`src/rtl/fhh_pkg.sv`:
```
// Package for the frequency histogram with halving decay.
// Holds the payload structs, field widths, count limits and register indexes.
// Depends on nothing; fhh_div, the top level and the testbench use it by scoped names.
package fhh_pkg;

  // Field widths of the transfers.
  localparam int unsigned FREQ_W     = 24;
  localparam int unsigned CPU_W      = 6;
  localparam int unsigned BIN_IDX_W  = 7;
  localparam int unsigned COUNT_W    = 16;
  localparam int unsigned CFG_IDX_W  = 2;
  localparam int unsigned CFG_DATA_W = 24;

  // Count limits: a bin at its maximum triggers the halving walk, after
  // which that bin holds half the maximum plus one.
  localparam logic [COUNT_W-1:0] COUNT_MAX     = 16'hFFFF;
  localparam logic [COUNT_W-1:0] COUNT_REFILL  = 16'h8000;

  // Configuration register indexes and reset values.
  localparam logic [CFG_IDX_W-1:0] CFG_REG_LOW  = 2'd0;
  localparam logic [CFG_IDX_W-1:0] CFG_REG_HIGH = 2'd1;
  localparam logic [FREQ_W-1:0]    LOW_RESET    = 24'd0;
  localparam logic [FREQ_W-1:0]    HIGH_RESET   = 24'd4000000;

  // One input sample.
  typedef struct packed {
    logic [CPU_W-1:0]  cpu_index;
    logic [FREQ_W-1:0] freq_khz;
  } in_t;

  // One result.
  typedef struct packed {
    logic [BIN_IDX_W-1:0] bin_index;
    logic [COUNT_W-1:0]   bin_count;
    logic                 halved;
    logic [FREQ_W-1:0]    cpu_peak_khz;
  } out_t;

endpackage

```
`src/rtl/fhh_ram.sv`:
```
// Simple dual-port memory of the frequency histogram: one write and one read
// port, read data registered. Used for the bin counts and the per-CPU peaks.
// Depends on nothing.
module fhh_ram #(
  parameter int unsigned WIDTH = 16,
  parameter int unsigned DEPTH = 128,
  parameter int unsigned AW    = 7
) (
  input  logic             clk_i,
  input  logic             we_i,
  input  logic [AW-1:0]    waddr_i,
  input  logic [WIDTH-1:0] wdata_i,
  input  logic             re_i,
  input  logic [AW-1:0]    raddr_i,
  output logic [WIDTH-1:0] rdata_o
);

  logic [WIDTH-1:0] mem [DEPTH];
  logic [WIDTH-1:0] rdata_q;

  // Write and registered read; the controller never reads beyond DEPTH.
  always_ff @(posedge clk_i) begin
    if (we_i) begin
      mem[waddr_i] <= wdata_i;
    end
    if (re_i) begin
      rdata_q <= mem[raddr_i];
    end
  end

  assign rdata_o = rdata_q;

endmodule

```
`src/rtl/fhh_div.sv`:
```
// Shared compare-and-subtract unit of the frequency histogram: a restoring
// divider that forms one quotient bit a cycle for the rounded bin number.
// Depends on fhh_pkg for the frequency width.
module fhh_div #(
  parameter int unsigned QW = 8,
  parameter int unsigned NW = 31
) (
  input  logic                      clk_i,
  input  logic                      rst_ni,
  input  logic                      start_i,
  input  logic [NW-1:0]             num_i,
  input  logic [fhh_pkg::FREQ_W-1:0] den_i,
  output logic [QW-1:0]             quot_o,
  output logic                      done_o
);

  // The dividend is 2*num + den, the divisor 2*den; the quotient fits QW bits.
  localparam int unsigned RW = NW + 2;
  localparam int unsigned CW = $clog2(QW);

  logic [RW-1:0] rem_q, rem_d;
  logic [RW-1:0] dsh_q, dsh_d;
  logic [QW-1:0] quot_q, quot_d;
  logic [CW-1:0] cnt_q, cnt_d;
  logic          busy_q, busy_d;
  logic          done_q, done_d;
  logic [RW:0]   trial;
  logic          fits;

  // One subtractor serves as both the compare and the subtract.
  assign trial = {1'b0, rem_q} - {1'b0, dsh_q};
  assign fits  = ~trial[RW];

  always_comb begin
    rem_d  = rem_q;
    dsh_d  = dsh_q;
    quot_d = quot_q;
    cnt_d  = cnt_q;
    busy_d = busy_q;
    done_d = 1'b0;
    if (start_i) begin
      rem_d  = {1'b0, num_i, 1'b0} + RW'(den_i);
      dsh_d  = RW'(den_i) << QW;
      quot_d = '0;
      cnt_d  = CW'(QW - 1);
      busy_d = 1'b1;
    end else if (busy_q) begin
      rem_d  = fits ? trial[RW-1:0] : rem_q;
      quot_d = {quot_q[QW-2:0], fits};
      dsh_d  = dsh_q >> 1;
      cnt_d  = cnt_q - 1'b1;
      if (cnt_q == '0) begin
        busy_d = 1'b0;
        done_d = 1'b1;
      end
    end
  end

  // Control state.
  always_ff @(posedge clk_i or negedge rst_ni) begin
    if (!rst_ni) begin
      busy_q <= 1'b0;
      done_q <= 1'b0;
      cnt_q  <= '0;
    end else begin
      busy_q <= busy_d;
      done_q <= done_d;
      cnt_q  <= cnt_d;
    end
  end

  // Datapath registers.
  always_ff @(posedge clk_i) begin
    rem_q  <= rem_d;
    dsh_q  <= dsh_d;
    quot_q <= quot_d;
  end

  assign quot_o = quot_q;
  assign done_o = done_q;

endmodule

```
`src/rtl/frequency_histogram_halving.sv`:
```
// Top level of the frequency histogram with halving decay: sequencer, config
// registers, result register. Depends on fhh_pkg, fhh_ram and fhh_div.
//
// After reset the block clears both memories, one entry a cycle, with busy
// high until the clearing pass ends. A sample is taken when start is high and
// busy is low; busy then stays high until the result is out. A sample that
// lands at or below the low limit, or at or beyond the high one, goes
// straight to the first or last bin; one that needs the bin number worked
// out waits for the divider, which forms one quotient bit a cycle. When the
// chosen bin is full, every bin is halved by a walk through the histogram
// memory at one bin a cycle. The result is shown for exactly one cycle with
// res_valid_o and cannot be held off by the receiver. Configuration writes
// are always ready and take effect at once; the user must make them only
// while the block is idle, and the block itself does not enforce this.
module frequency_histogram_halving #(
  parameter int unsigned BIN_COUNT = 128,
  parameter int unsigned CPU_COUNT = 64
) (
  input  logic                           clk_i,
  input  logic                           rst_ni,
  input  logic                           start,
  output logic                           busy,
  input  fhh_pkg::in_t                   in_i,
  output logic                           res_valid_o,
  output fhh_pkg::out_t                  res_o,
  input  logic                           cfg_valid_i,
  output logic                           cfg_ready_o,
  input  logic [fhh_pkg::CFG_IDX_W-1:0]  cfg_index_i,
  input  logic [fhh_pkg::CFG_DATA_W-1:0] cfg_data_i
);

  localparam int unsigned FW        = fhh_pkg::FREQ_W;
  localparam int unsigned BW        = $clog2(BIN_COUNT);
  localparam int unsigned QW        = BW + 1;
  localparam int unsigned NUMW      = FW + BW;
  localparam int unsigned CAW       = (CPU_COUNT > 1) ? $clog2(CPU_COUNT) : 1;
  localparam int unsigned MAX_DEPTH = (BIN_COUNT > CPU_COUNT) ? BIN_COUNT : CPU_COUNT;
  localparam int unsigned LW        = $clog2(MAX_DEPTH);
  localparam logic [BW-1:0] BIN_LAST = BW'(BIN_COUNT - 1);

  typedef enum logic [8:0] {
    S_CLEAR = 9'b000000001,
    S_IDLE  = 9'b000000010,
    S_PREP  = 9'b000000100,
    S_MUL   = 9'b000001000,
    S_SEL   = 9'b000010000,
    S_DIV   = 9'b000100000,
    S_RD    = 9'b001000000,
    S_CHK   = 9'b010000000,
    S_HALVE = 9'b100000000
  } state_e;

  state_e                       state_q, state_d;
  logic [LW-1:0]                clr_cnt_q, clr_cnt_d;
  logic [fhh_pkg::CPU_W-1:0]    cpu_q, cpu_d;
  logic [FW-1:0]                freq_q, freq_d;
  logic [FW-1:0]                peak_q, peak_d;
  logic [FW-1:0]                diff_q, diff_d;
  logic [FW-1:0]                den_q, den_d;
  logic                         zero_q, zero_d;
  logic                         clamp_q, clamp_d;
  logic [NUMW-1:0]              num_q, num_d;
  logic [BW-1:0]                bin_q, bin_d;
  logic [BW-1:0]                rd_ptr_q, rd_ptr_d;
  logic [BW-1:0]                wr_ptr_q, wr_ptr_d;
  logic                         rd_more_q, rd_more_d;
  logic                         wr_pend_q, wr_pend_d;
  fhh_pkg::out_t                res_q, res_d;
  logic                         res_valid_q, res_valid_d;
  logic [FW-1:0]                low_q, high_q;

  logic                         h_we, h_re;
  logic [BW-1:0]                h_waddr, h_raddr;
  logic [fhh_pkg::COUNT_W-1:0]  h_wdata, h_rdata;
  logic                         p_we, p_re;
  logic [CAW-1:0]               p_waddr, p_raddr;
  logic [FW-1:0]                p_wdata, p_rdata;

  logic                         div_start, div_done;
  logic [QW-1:0]                div_quot;
  logic                         cpu_ok;
  logic [FW-1:0]                peak_max;
  logic [fhh_pkg::COUNT_W-1:0]  count_inc;

  // Bin counts and per-CPU peaks.
  fhh_ram #(
    .WIDTH (fhh_pkg::COUNT_W),
    .DEPTH (BIN_COUNT),
    .AW    (BW)
  ) u_hist_ram (
    .clk_i   (clk_i),
    .we_i    (h_we),
    .waddr_i (h_waddr),
    .wdata_i (h_wdata),
    .re_i    (h_re),
    .raddr_i (h_raddr),
    .rdata_o (h_rdata)
  );

  fhh_ram #(
    .WIDTH (FW),
    .DEPTH (CPU_COUNT),
    .AW    (CAW)
  ) u_peak_ram (
    .clk_i   (clk_i),
    .we_i    (p_we),
    .waddr_i (p_waddr),
    .wdata_i (p_wdata),
    .re_i    (p_re),
    .raddr_i (p_raddr),
    .rdata_o (p_rdata)
  );

  // Divider for the rounded bin number.
  fhh_div #(
    .QW (QW),
    .NW (NUMW)
  ) u_div (
    .clk_i   (clk_i),
    .rst_ni  (rst_ni),
    .start_i (div_start),
    .num_i   (num_q),
    .den_i   (den_q),
    .quot_o  (div_quot),
    .done_o  (div_done)
  );

  assign cpu_ok    = (32'(cpu_q) < CPU_COUNT);
  assign peak_max  = (freq_q > p_rdata) ? freq_q : p_rdata;
  assign count_inc = h_rdata + 1'b1;

  // Sequencer.
  always_comb begin
    state_d     = state_q;
    clr_cnt_d   = clr_cnt_q;
    cpu_d       = cpu_q;
    freq_d      = freq_q;
    peak_d      = peak_q;
    diff_d      = diff_q;
    den_d       = den_q;
    zero_d      = zero_q;
    clamp_d     = clamp_q;
    num_d       = num_q;
    bin_d       = bin_q;
    rd_ptr_d    = rd_ptr_q;
    wr_ptr_d    = wr_ptr_q;
    rd_more_d   = rd_more_q;
    wr_pend_d   = wr_pend_q;
    res_d       = res_q;
    res_valid_d = 1'b0;
    h_we        = 1'b0;
    h_waddr     = '0;
    h_wdata     = '0;
    h_re        = 1'b0;
    h_raddr     = '0;
    p_we        = 1'b0;
    p_waddr     = '0;
    p_wdata     = '0;
    p_re        = 1'b0;
    p_raddr     = '0;
    div_start   = 1'b0;
    unique case (state_q)
      S_CLEAR: begin
        // Clearing pass over both memories after reset.
        if (32'(clr_cnt_q) < BIN_COUNT) begin
          h_we    = 1'b1;
          h_waddr = BW'(clr_cnt_q);
        end
        if (32'(clr_cnt_q) < CPU_COUNT) begin
          p_we    = 1'b1;
          p_waddr = CAW'(clr_cnt_q);
        end
        if (32'(clr_cnt_q) == MAX_DEPTH - 1) begin
          state_d = S_IDLE;
        end else begin
          clr_cnt_d = clr_cnt_q + 1'b1;
        end
      end
      S_IDLE: begin
        if (start) begin
          cpu_d   = in_i.cpu_index;
          freq_d  = in_i.freq_khz;
          p_re    = 1'b1;
          p_raddr = CAW'(in_i.cpu_index);
          state_d = S_PREP;
        end
      end
      S_PREP: begin
        // Peak update and the offsets from the low limit.
        if (cpu_ok) begin
          p_we    = 1'b1;
          p_waddr = CAW'(cpu_q);
          p_wdata = peak_max;
          peak_d  = peak_max;
        end else begin
          peak_d  = freq_q;
        end
        diff_d  = freq_q - low_q;
        den_d   = high_q - low_q;
        zero_d  = (high_q <= low_q) || (freq_q <= low_q);
        state_d = S_MUL;
      end
      S_MUL: begin
        num_d   = NUMW'(diff_q) * NUMW'(BIN_COUNT);
        clamp_d = (diff_q >= den_q);
        state_d = S_SEL;
      end
      S_SEL: begin
        // At or below the low limit goes to the first bin, at or past the high one to the last.
        if (zero_q) begin
          bin_d   = '0;
          state_d = S_RD;
        end else if (clamp_q) begin
          bin_d   = BIN_LAST;
          state_d = S_RD;
        end else begin
          div_start = 1'b1;
          state_d   = S_DIV;
        end
      end
      S_DIV: begin
        if (div_done) begin
          bin_d   = (32'(div_quot) > BIN_COUNT - 1) ? BIN_LAST : div_quot[BW-1:0];
          state_d = S_RD;
        end
      end
      S_RD: begin
        h_re    = 1'b1;
        h_raddr = bin_q;
        state_d = S_CHK;
      end
      S_CHK: begin
        if (h_rdata == fhh_pkg::COUNT_MAX) begin
          rd_ptr_d  = '0;
          rd_more_d = 1'b1;
          wr_pend_d = 1'b0;
          state_d   = S_HALVE;
        end else begin
          h_we               = 1'b1;
          h_waddr            = bin_q;
          h_wdata            = count_inc;
          res_d.bin_index    = fhh_pkg::BIN_IDX_W'(bin_q);
          res_d.bin_count    = count_inc;
          res_d.halved       = 1'b0;
          res_d.cpu_peak_khz = peak_q;
          res_valid_d        = 1'b1;
          state_d            = S_IDLE;
        end
      end
      S_HALVE: begin
        // Reads run one bin ahead of the halved write-back.
        if (rd_more_q) begin
          h_re     = 1'b1;
          h_raddr  = rd_ptr_q;
          rd_ptr_d = rd_ptr_q + 1'b1;
          if (rd_ptr_q == BIN_LAST) begin
            rd_more_d = 1'b0;
          end
        end
        wr_pend_d = rd_more_q;
        wr_ptr_d  = rd_ptr_q;
        if (wr_pend_q) begin
          h_we    = 1'b1;
          h_waddr = wr_ptr_q;
          h_wdata = (wr_ptr_q == bin_q) ? fhh_pkg::COUNT_REFILL : (h_rdata >> 1);
        end
        if (!rd_more_q && wr_pend_q) begin
          res_d.bin_index    = fhh_pkg::BIN_IDX_W'(bin_q);
          res_d.bin_count    = fhh_pkg::COUNT_REFILL;
          res_d.halved       = 1'b1;
          res_d.cpu_peak_khz = peak_q;
          res_valid_d        = 1'b1;
          state_d            = S_IDLE;
        end
      end
      default: begin
        state_d = S_IDLE;
      end
    endcase
  end

  // Control state and configuration registers.
  always_ff @(posedge clk_i or negedge rst_ni) begin
    if (!rst_ni) begin
      state_q     <= S_CLEAR;
      clr_cnt_q   <= '0;
      rd_more_q   <= 1'b0;
      wr_pend_q   <= 1'b0;
      res_valid_q <= 1'b0;
      low_q       <= fhh_pkg::LOW_RESET;
      high_q      <= fhh_pkg::HIGH_RESET;
    end else begin
      state_q     <= state_d;
      clr_cnt_q   <= clr_cnt_d;
      rd_more_q   <= rd_more_d;
      wr_pend_q   <= wr_pend_d;
      res_valid_q <= res_valid_d;
      if (cfg_valid_i) begin
        unique case (cfg_index_i)
          fhh_pkg::CFG_REG_LOW:  low_q  <= cfg_data_i;
          fhh_pkg::CFG_REG_HIGH: high_q <= cfg_data_i;
          default: begin
          end
        endcase
      end
    end
  end

  // Sample, working values and the result register.
  always_ff @(posedge clk_i) begin
    cpu_q    <= cpu_d;
    freq_q   <= freq_d;
    peak_q   <= peak_d;
    diff_q   <= diff_d;
    den_q    <= den_d;
    zero_q   <= zero_d;
    clamp_q  <= clamp_d;
    num_q    <= num_d;
    bin_q    <= bin_d;
    rd_ptr_q <= rd_ptr_d;
    wr_ptr_q <= wr_ptr_d;
    res_q    <= res_d;
  end

  assign busy        = (state_q != S_IDLE);
  assign cfg_ready_o = 1'b1;
  assign res_valid_o = res_valid_q;
  assign res_o       = res_q;

`ifndef ASSERT_OFF
  // A sample transfer makes the block busy in the next cycle.
  a_accept_busy: assert property (@(posedge clk_i) disable iff (!rst_ni)
    start && !busy |=> busy)
    else $error("block not busy after a sample transfer");

  // The result strobe lasts a single cycle.
  a_strobe_pulse: assert property (@(posedge clk_i) disable iff (!rst_ni)
    res_valid_o |=> !res_valid_o)
    else $error("result strobe held for more than one cycle");

  // A halved result always reports the refilled count.
  a_halved_count: assert property (@(posedge clk_i) disable iff (!rst_ni)
    res_valid_o && res_o.halved |-> res_o.bin_count == fhh_pkg::COUNT_REFILL)
    else $error("halved result with wrong count");

  // The divider finishes only while the sequencer waits for it.
  a_div_done: assert property (@(posedge clk_i) disable iff (!rst_ni)
    div_done |-> state_q == S_DIV)
    else $error("divider finished outside the divide step");

  // The chosen bin is always inside the histogram.
  a_bin_range: assert property (@(posedge clk_i) disable iff (!rst_ni)
    state_q == S_RD |-> 32'(bin_q) < BIN_COUNT)
    else $error("bin number beyond the histogram");
`endif

endmodule

```
`config.mk`:
```
export PLATFORM = sky130hd
export DESIGN_NAME = frequency_histogram_halving
export DESIGN_NICKNAME = d
export VERILOG_FILES = /design/src/rtl/fhh_pkg.sv /design/src/rtl/fhh_ram.sv /design/src/rtl/fhh_div.sv /design/src/rtl/frequency_histogram_halving.sv
export SDC_FILE = /design/constraint.sdc
export NUM_CORES = 2
export LEC_CHECK = 0
export BUFFER_PORTS_ARGS = -buffer_cell sky130_fd_sc_hd__buf_2
export CELL_PAD_IN_SITES_DETAIL_PLACEMENT = 0
export CELL_PAD_IN_SITES_GLOBAL_PLACEMENT = 1
export CORE_ASPECT_RATIO = 0.5
export CORE_UTILIZATION = 54
export DETAILED_ROUTE_END_ITERATION = 12
export GPL_TIMING_DRIVEN = 1
export PLACE_DENSITY_LB_ADDON = 0.05
export SYNTH_ARGS = -nofsm -noshare
export SYNTH_HDL_FRONTEND = slang
export SYNTH_SLANG_ARGS = --single-unit
```
`constraint.sdc`:
```
create_clock -name clk_i -period 9.8 [get_ports clk_i]
set_input_delay 1.96 -clock clk_i [delete_from_list [all_inputs] [get_ports clk_i]]
set_output_delay 1.96 -clock clk_i [all_outputs]
set_load 0.01 [all_outputs]
```
### Word level (Yosys, flattened, before mapping)

Memory sizes are Yosys's and may differ from the RTL's. A register that Yosys moved wholly into a read port is not among the register bits.
Cells that the tools add are included.

| cells by class | value |
|---|---|
| $add $sub $neg | 8 |
| order comparisons | 6 |
| eq/ne operators | 24 |
| muxes and demuxes | 71 |
| bitwise logic cells | 2 |
| reductions and logical operators | 18 |

Operator list:

| operator | number |
|---|---|
| 33-bit two-way mux | 3 |
| 48-bit two-way mux | 2 |
| 48-bit one-hot mux with 2 select lines | 1 |
| 9-bit one-hot mux with 9 select lines | 1 |
| 7-bit two-way mux | 11 |
| 32-bit two-way mux | 2 |
| 24-bit <= comparator | 2 |
| 16-bit two-way mux | 3 |
| 24-bit two-way mux | 2 |
| 24-bit subtractor | 2 |
| 9-bit two-way mux | 5 |
| 7-bit one-hot mux with 2 select lines | 3 |
| 33-bit by 32-bit subtractor with 34-bit output | 1 |
| 32-bit by 24-bit adder with 33-bit output | 1 |
| 16-bit one-hot mux with 2 select lines | 1 |
| 24-bit greater-or-equal comparator | 1 |
| 24-bit greater-than comparator | 1 |
| 1-bit two-way mux | 24 |
| 7-bit one-hot mux with 3 select lines | 1 |
| 6-bit two-way mux | 3 |
| 16-bit by 1-bit adder with 16-bit output, second input constant | 1 |
| 16-bit == test, second input constant | 1 |
| 7-bit by 1-bit adder with 7-bit output, second input constant | 2 |
| 7-bit == test, second input constant | 2 |
| other kinds (32) | 53 |

| word-level totals | value |
|---|---|
| register bits after elaboration | 342 |
| RAM bits | 3584 |
| input bits | 60 |
| output and inout port bits | 51 |
| memories kept | 2 |

Memories:

| name | words | width | rd ports | clocked after Yosys merged registers in | wr ports | line | source |
|---|---|---|---|---|---|---|---|
| u_hist_ram.mem | 128 | 16 | 1 | 1 | 1 | fhh_ram.sv:18 | `logic [WIDTH-1:0] mem [DEPTH];` |
| u_peak_ram.mem | 64 | 24 | 1 | 1 | 1 | fhh_ram.sv:18 |  |

### Depth between registers and ports, before layout

| logic depth | value |
|---|---|
| depth in word-level cells | 5 |
| mapped depth | 14 |
| mapped depth without buffers | 12 |

### By module

From an unflattened synthesis, not the netlist that was laid out.

| unflattened totals | value |
|---|---|
| cell total of the unflattened synthesis | 7578 |
| area, all modules | 158111.6 sq um |

Modules (own cells, without submodules):

| module | instances | cells an instance | area an instance (sq um) | sequential area each (sq um) |
|---|---|---|---|---|
| fhh_ram (u_hist_ram) | 1 | 3086 | 78683.0 | 61979.4 |
| fhh_ram (u_peak_ram) | 1 | 2610 | 59535.8 | 46844.9 |
| frequency_histogram_halving | 1 | 1178 | 13812.0 | 7602.3 |
| fhh_div | 1 | 704 | 6080.8 | 2157.1 |

### Least setup slack after synthesis

OpenSTA, ideal clock, no wires.

| timing path | value |
|---|---|
| kind | register to register |
| start | register state_q[2] |
| end | memory u_hist_ram.mem[0][9], data pin |
| setup time | 1.197 ns |
| arrival time | 7.488 ns |
| slack | 1.116 ns |
| cell stages (with the launch flop) | 8 |
| path buffers | 2 |
| clock period less this slack | 8.684 ns |
| cells stage by stage | dfrtp_1 or4_1 buf_2 or2_2 or4b_4 or2_2 clkbuf_1 o21ai_0 |

| between the ends | value |
|---|---|
| cells in the longest elaborated chain, start to end | 2 |

RTL lines:

| what | line | source |
|---|---|---|
| from (decl) | frequency_histogram_halving.sv:53 | `state_e state_q, state_d;` |
| from (signal assigned) | frequency_histogram_halving.sv:293 | `state_q <= state_d;` |
| 9-bit == test / 9-bit by 8-bit == test with 1-bit output (equally long branches) | frequency_histogram_halving.sv:162 | `unique case (state_q)` |
| 16-bit one-hot mux with 2 select lines * | frequency_histogram_halving.sv:162 |  |
| named net h_wdata (one bit) | frequency_histogram_halving.sv:74 | `logic [fhh_pkg::COUNT_W-1:0] h_wdata, h_rdata;` |
| to (decl) | fhh_ram.sv:18 |  |

Mark *: on every way through the listed nets, which the timed path passes. The rest lies on a longest branch.

### Worst setup path in the final report

| timing path | value |
|---|---|
| start | register state_q[2] |
| end | memory u_hist_ram.mem[246][7] (netlist: u_hist_ram.mem[123][7]), enable pin |

| between the ends | value |
|---|---|
| cells in the longest elaborated chain, start to end | 4 |

RTL lines:

| what | line | source |
|---|---|---|
| 9-bit == test (tied with other cells) | frequency_histogram_halving.sv:162 |  |
| 1-bit one-hot mux with 3 select lines | frequency_histogram_halving.sv:162 |  |
| 1-bit two-way mux | fhh_ram.sv:23 | `if (we_i) begin` |
| 1-bit two-way mux (not written as such) | fhh_ram.sv:24 | `mem[waddr_i] <= wdata_i;` |

Several ways; a longest one is shown, not always the timed one.

==> impl_metrics.py <==
metrics = {
    "run_status": {
        "outcome": "complete, no violations",
    },
    "route": {
        "drt-initial-drc-count": 11500,
        "drc_errors": 0,
        "routed_wl_mm": 466,
        "postRouteAntennaNets": 0,
        "via_per_inst": 6.38,
        "dr.pass1.iters": 6,
        "num_vias": 95000,
        "routedWlPerCell_um": 31.3,
    },
    "critical_path": {
        "cpMaxStageDelayCell": "nor2_2",
        "cp.required_ns": 10.33,
        "reg2reg_slack_ns": 2.70,
        "cp.arrival_ns": 7.62,
        "max_stage_delay_ns": 1.03,
        "worstReg2RegEnd": "u_hist_ram.mem[123][7]$_DFFE_PP_",
        "cp_top_family": "simple AND/OR/NAND/NOR gates",
        "crit_path_start_kind": "register",
        "cpMostUsedCell": "nor2_2",
        "rr_startpoint": "state_q[2]$_DFFE_PN0P_",
        "endpoint_kind": "register",
        "crit_buf_inv": 1,
        "path_max_fanout": 29,
        "path_class": "reg2reg",
        "r2r_cells": 9,
        "path_cells": "or4_1 > nor2_2 > nand3b_1 > inv_1 > and2_1 > a222oi_1 > nor2_1 > nand2_1 > nor2_2",
    },
    "final_layout": {
        "drive_gt1_share_pct": 12.3,
        "stdcell_count": 14900,
        "area.growth.synth_to_final_pct": 11.7,
        "fin_nets": 10900,
    },
    "sta": {
        "timing.fmax_mhz": 141,
        "worst_slew_pin_slew_ns": 1.39,
        "finClkSkew_ns": 0.0674,
        "rsz0062_at_grt": "no",
        "hold_viol": 0,
        "setup_tns_ns": 0,
        "hold_ws_ns": 0.417,
        "slew_viol_final": 0,
        "relSlewSlack_pct": 6.94,
        "finalCritPeriodShare_pct": 72.4,
        "finalSetupViolCount": 0,
        "period_minus_slack_ns": 7.10,
    },
    "floorplanning": {
        "core_um2": 292000,
        "initial_core_util_pct": 54.4,
        "num_rows": 140,
        "die_area_um2": 296000,
        "num_io_pins": 111,
        "die_x_um": 769,
        "die_h_um": 385,
    },
    "clocking": {
        "post_cts_resized": 0,
        "root_buffer": "clkbuf_16",
        "cts_hold_buf": 0,
        "clkSlewWorstSetupHoldPaths_ns": 0.07,
        "cts_tree": "built",
        "clk-insertion-delay-late_ns": 0.95,
        "cts_setup_buffers": 0,
        "cts_num_sinks": 3966,
        "cts_buffer_depth": 4,
        "cts_buffers": 349,
        "h-tree-depth": 5,
    },
    "grt": {
        "antenna_found_initial": 15,
        "first_global_vias": 89700,
        "grt_max_degree": 168,
        "grt_usage_pct": 30.9,
        "gr-total-overflow": 0,
        "grt_pass1_wl_mm": 659,
    },
    "logic_synthesis": {
        "yosys.area.top_type": "edfxtp_1",
        "async_flop_share_pct": 1.82,
        "ys_ff_latch": 3966,
        "syn_nets": 10700,
        "yosysMostFrequentCell": "edfxtp_1",
        "yosys_warnings": 0,
        "synth_area_leaders": "edfxtp_1 73%, mux2i_1 4.2%, nand2_1 3.8%",
        "synth.distinct_cells": 89,
        "seq_area_frac_synth_pct": 74.7,
        "synth_flop_cell": "edfxtp_1",
        "synth_top_area_share_pct": 73.4,
        "synth_edf_count": 3878,
        "synthesis.area_um2": 159000,
        "syn_inst": 10500,
        "syn_area_per_cell_um2": 15.2,
        "ys_top_cells_by_count": "3878 x edfxtp_1, 1598 x nand2_1, 666 x mux2i_1",
    },
    "worst_hold_path": {
        "min_from": "peak_q[1]$_DFFE_PP_",
        "worst_hold_path.endpoint": "res_o[1]$_DFFE_PP_",
        "min_path_cells": 0,
        "hp-class": "reg2reg",
    },
    "placement": {
        "io_buffers": 109,
        "dp.cells": 14300,
        "detailed_place_hpwl_mm": 269,
        "gp_congestion": 0.861,
    },
    "run": {
        "cap_viol_max_count": 0,
    },
    "pwr": {
        "vdd_drop_max_v": 0.000128,
        "p_per_area_nw_per_um2": 214,
        "power.leakage_nw": 60.2,
    },
}
worst reg2reg max path, stage by stage, from the launching register on:
cell      delay (ns)
dfrtp_1         0.45
or4_1           0.79
nor2_2          0.78
nand3b_1        0.55
inv_1           0.84
and2_1          0.40
a222oi_1        0.21
nor2_1          1.01
nand2_1         0.62
nor2_2          1.04
where the power goes:
part / leakage (nW) / internal, mW / total, mW / switching [mW]
sequential: 33.5 / 19.2 / 19.4 / 0.252
clock: 5.55 / 7.83 / 14.1 / 6.29
combinational: 21.2 / 1.29 / 4.31 / 3.02
total: 60.2 / 28.3 / 37.8 / 9.56
layout by cell type (no fill, tap or decap), types with 58 or more instances in the layout:
cell | synthesis | layout
edfxtp_1 | 3878 | 3878
nand2_1 | 1598 | 1594
mux2i_1 | 666 | 666
nand3_1 | 648 | 647
buf_4 | 3 | 368
clkbuf_16 | 0 | 360
nor2_1 | 379 | 291
a21oi_1 | 293 | 267
o221ai_1 | 206 | 206
o21ai_0 | 197 | 179
o22ai_1 | 180 | 177
ha_1 | 149 | 149
inv_1 | 147 | 146
nand4_1 | 139 | 139
mux4_2 | 133 | 133
nor3_1 | 133 | 131
buf_2 | 121 | 106
a31oi_1 | 95 | 95
a211oi_1 | 93 | 92
nor2_2 | 1 | 83
xnor2_1 | 74 | 74
clkinv_1 | 0 | 70
dfrtp_1 | 64 | 64
clkbuf_1 | 362 | 63
a22oi_1 | 58 | 58
state kept, by name (all words and copies together) (netlist names), 8 cells and up:
register,flops
den_q,24
diff_q,24
freq_q,24
high_q,24
low_q,24
num_q,24
peak_q,24
res_o,48
state_q,9
u_div.dsh_q,32
u_div.quot_o,8
u_div.rem_q,33
u_hist_ram.mem,2048
u_hist_ram.rdata_o,16
u_peak_ram.mem,1536
u_peak_ram.rdata_o,24
through the flow:
| step | worst slack [ns] | power (mW) | instance area, µm² | util (%) |
|---|---|---|---|---|
| floorplan | 1.12 | 22.2 | 159000 | - |
| global placement | 3.01 | 24.0 | 166000 | 56.8 |
| detailed placement | 3.01 | 24.1 | 166000 | 56.8 |
| CTS | 3.01 | 37.9 | 177000 | 60.7 |
| global route | 2.52 | 38.9 | 177000 | 60.7 |
| finish | 2.70 | 37.8 | 177000 | 60.7 |
worst max-delay path by stage:
stage | start | to | slack, ns | cells after the start
2_1_floorplan | state_q[2]$_DFFE_PN0P_ | u_hist_ram.mem[0][9]$_DFFE_PP_ | 1.12 | 7
3_3_place_gp | start | u_peak_ram.rdata_o[21]$_DFFE_PP_ | 3.01 | 13
3_5_place_dp | start | u_peak_ram.rdata_o[8]$_DFFE_PP_ | 3.01 | 13
4_1_cts | state_q[2]$_DFFE_PN0P_ | u_hist_ram.mem[123][12]$_DFFE_PP_ | 3.01 | 9
5_1_grt | state_q[2]$_DFFE_PN0P_ | u_hist_ram.mem[123][7]$_DFFE_PP_ | 2.52 | 9
6_report | state_q[2]$_DFFE_PN0P_ | u_hist_ram.mem[123][7]$_DFFE_PP_ | 2.70 | 9
cell type report:
class / instances / area (µm²)
sequential: 3966 / 119000
fill: 22000 / 115000
multi-input combinational: 5741 / 38200
clock buffer: 426 / 9290
tap: 3905 / 4890
timing repair buffer: 493 / 3660
clock inverter: 204 / 2100
inverter: 147 / 553
antenna: 9 / 22.5
routing by layer:
layer,up-vias,track usage [%],part of all wire (%)
li1,41000,-,-
met1,48600,45.0,42
met2,4524,47.4,45
met3,819,6.06,9.3
met4,14,10.3,3.8
met5,-,0,0.020
cells by family (layout without fill, tap and decap cells):
| group | count (synthesis) | in the layout | share of synthesized area (%) |
|---|---|---|---|
| flip-flops | 3966 | 3966 | 74.7 |
| AND/OR/NAND/NOR | 3117 | 3117 | 8.63 |
| AO/OA/AOI/OAI | 1528 | 1528 | 6.66 |
| multiplexers | 828 | 828 | 6.29 |
| buffers and inverters | 745 | 1270 | 1.86 |
| adder cells (fa/ha/maj) | 153 | 153 | 1.22 |
| XOR/XNOR | 114 | 114 | 0.629 |
| other | 1 | 10 | 0.00236 |
No activity file was read; power rests on OpenSTA's default activity.
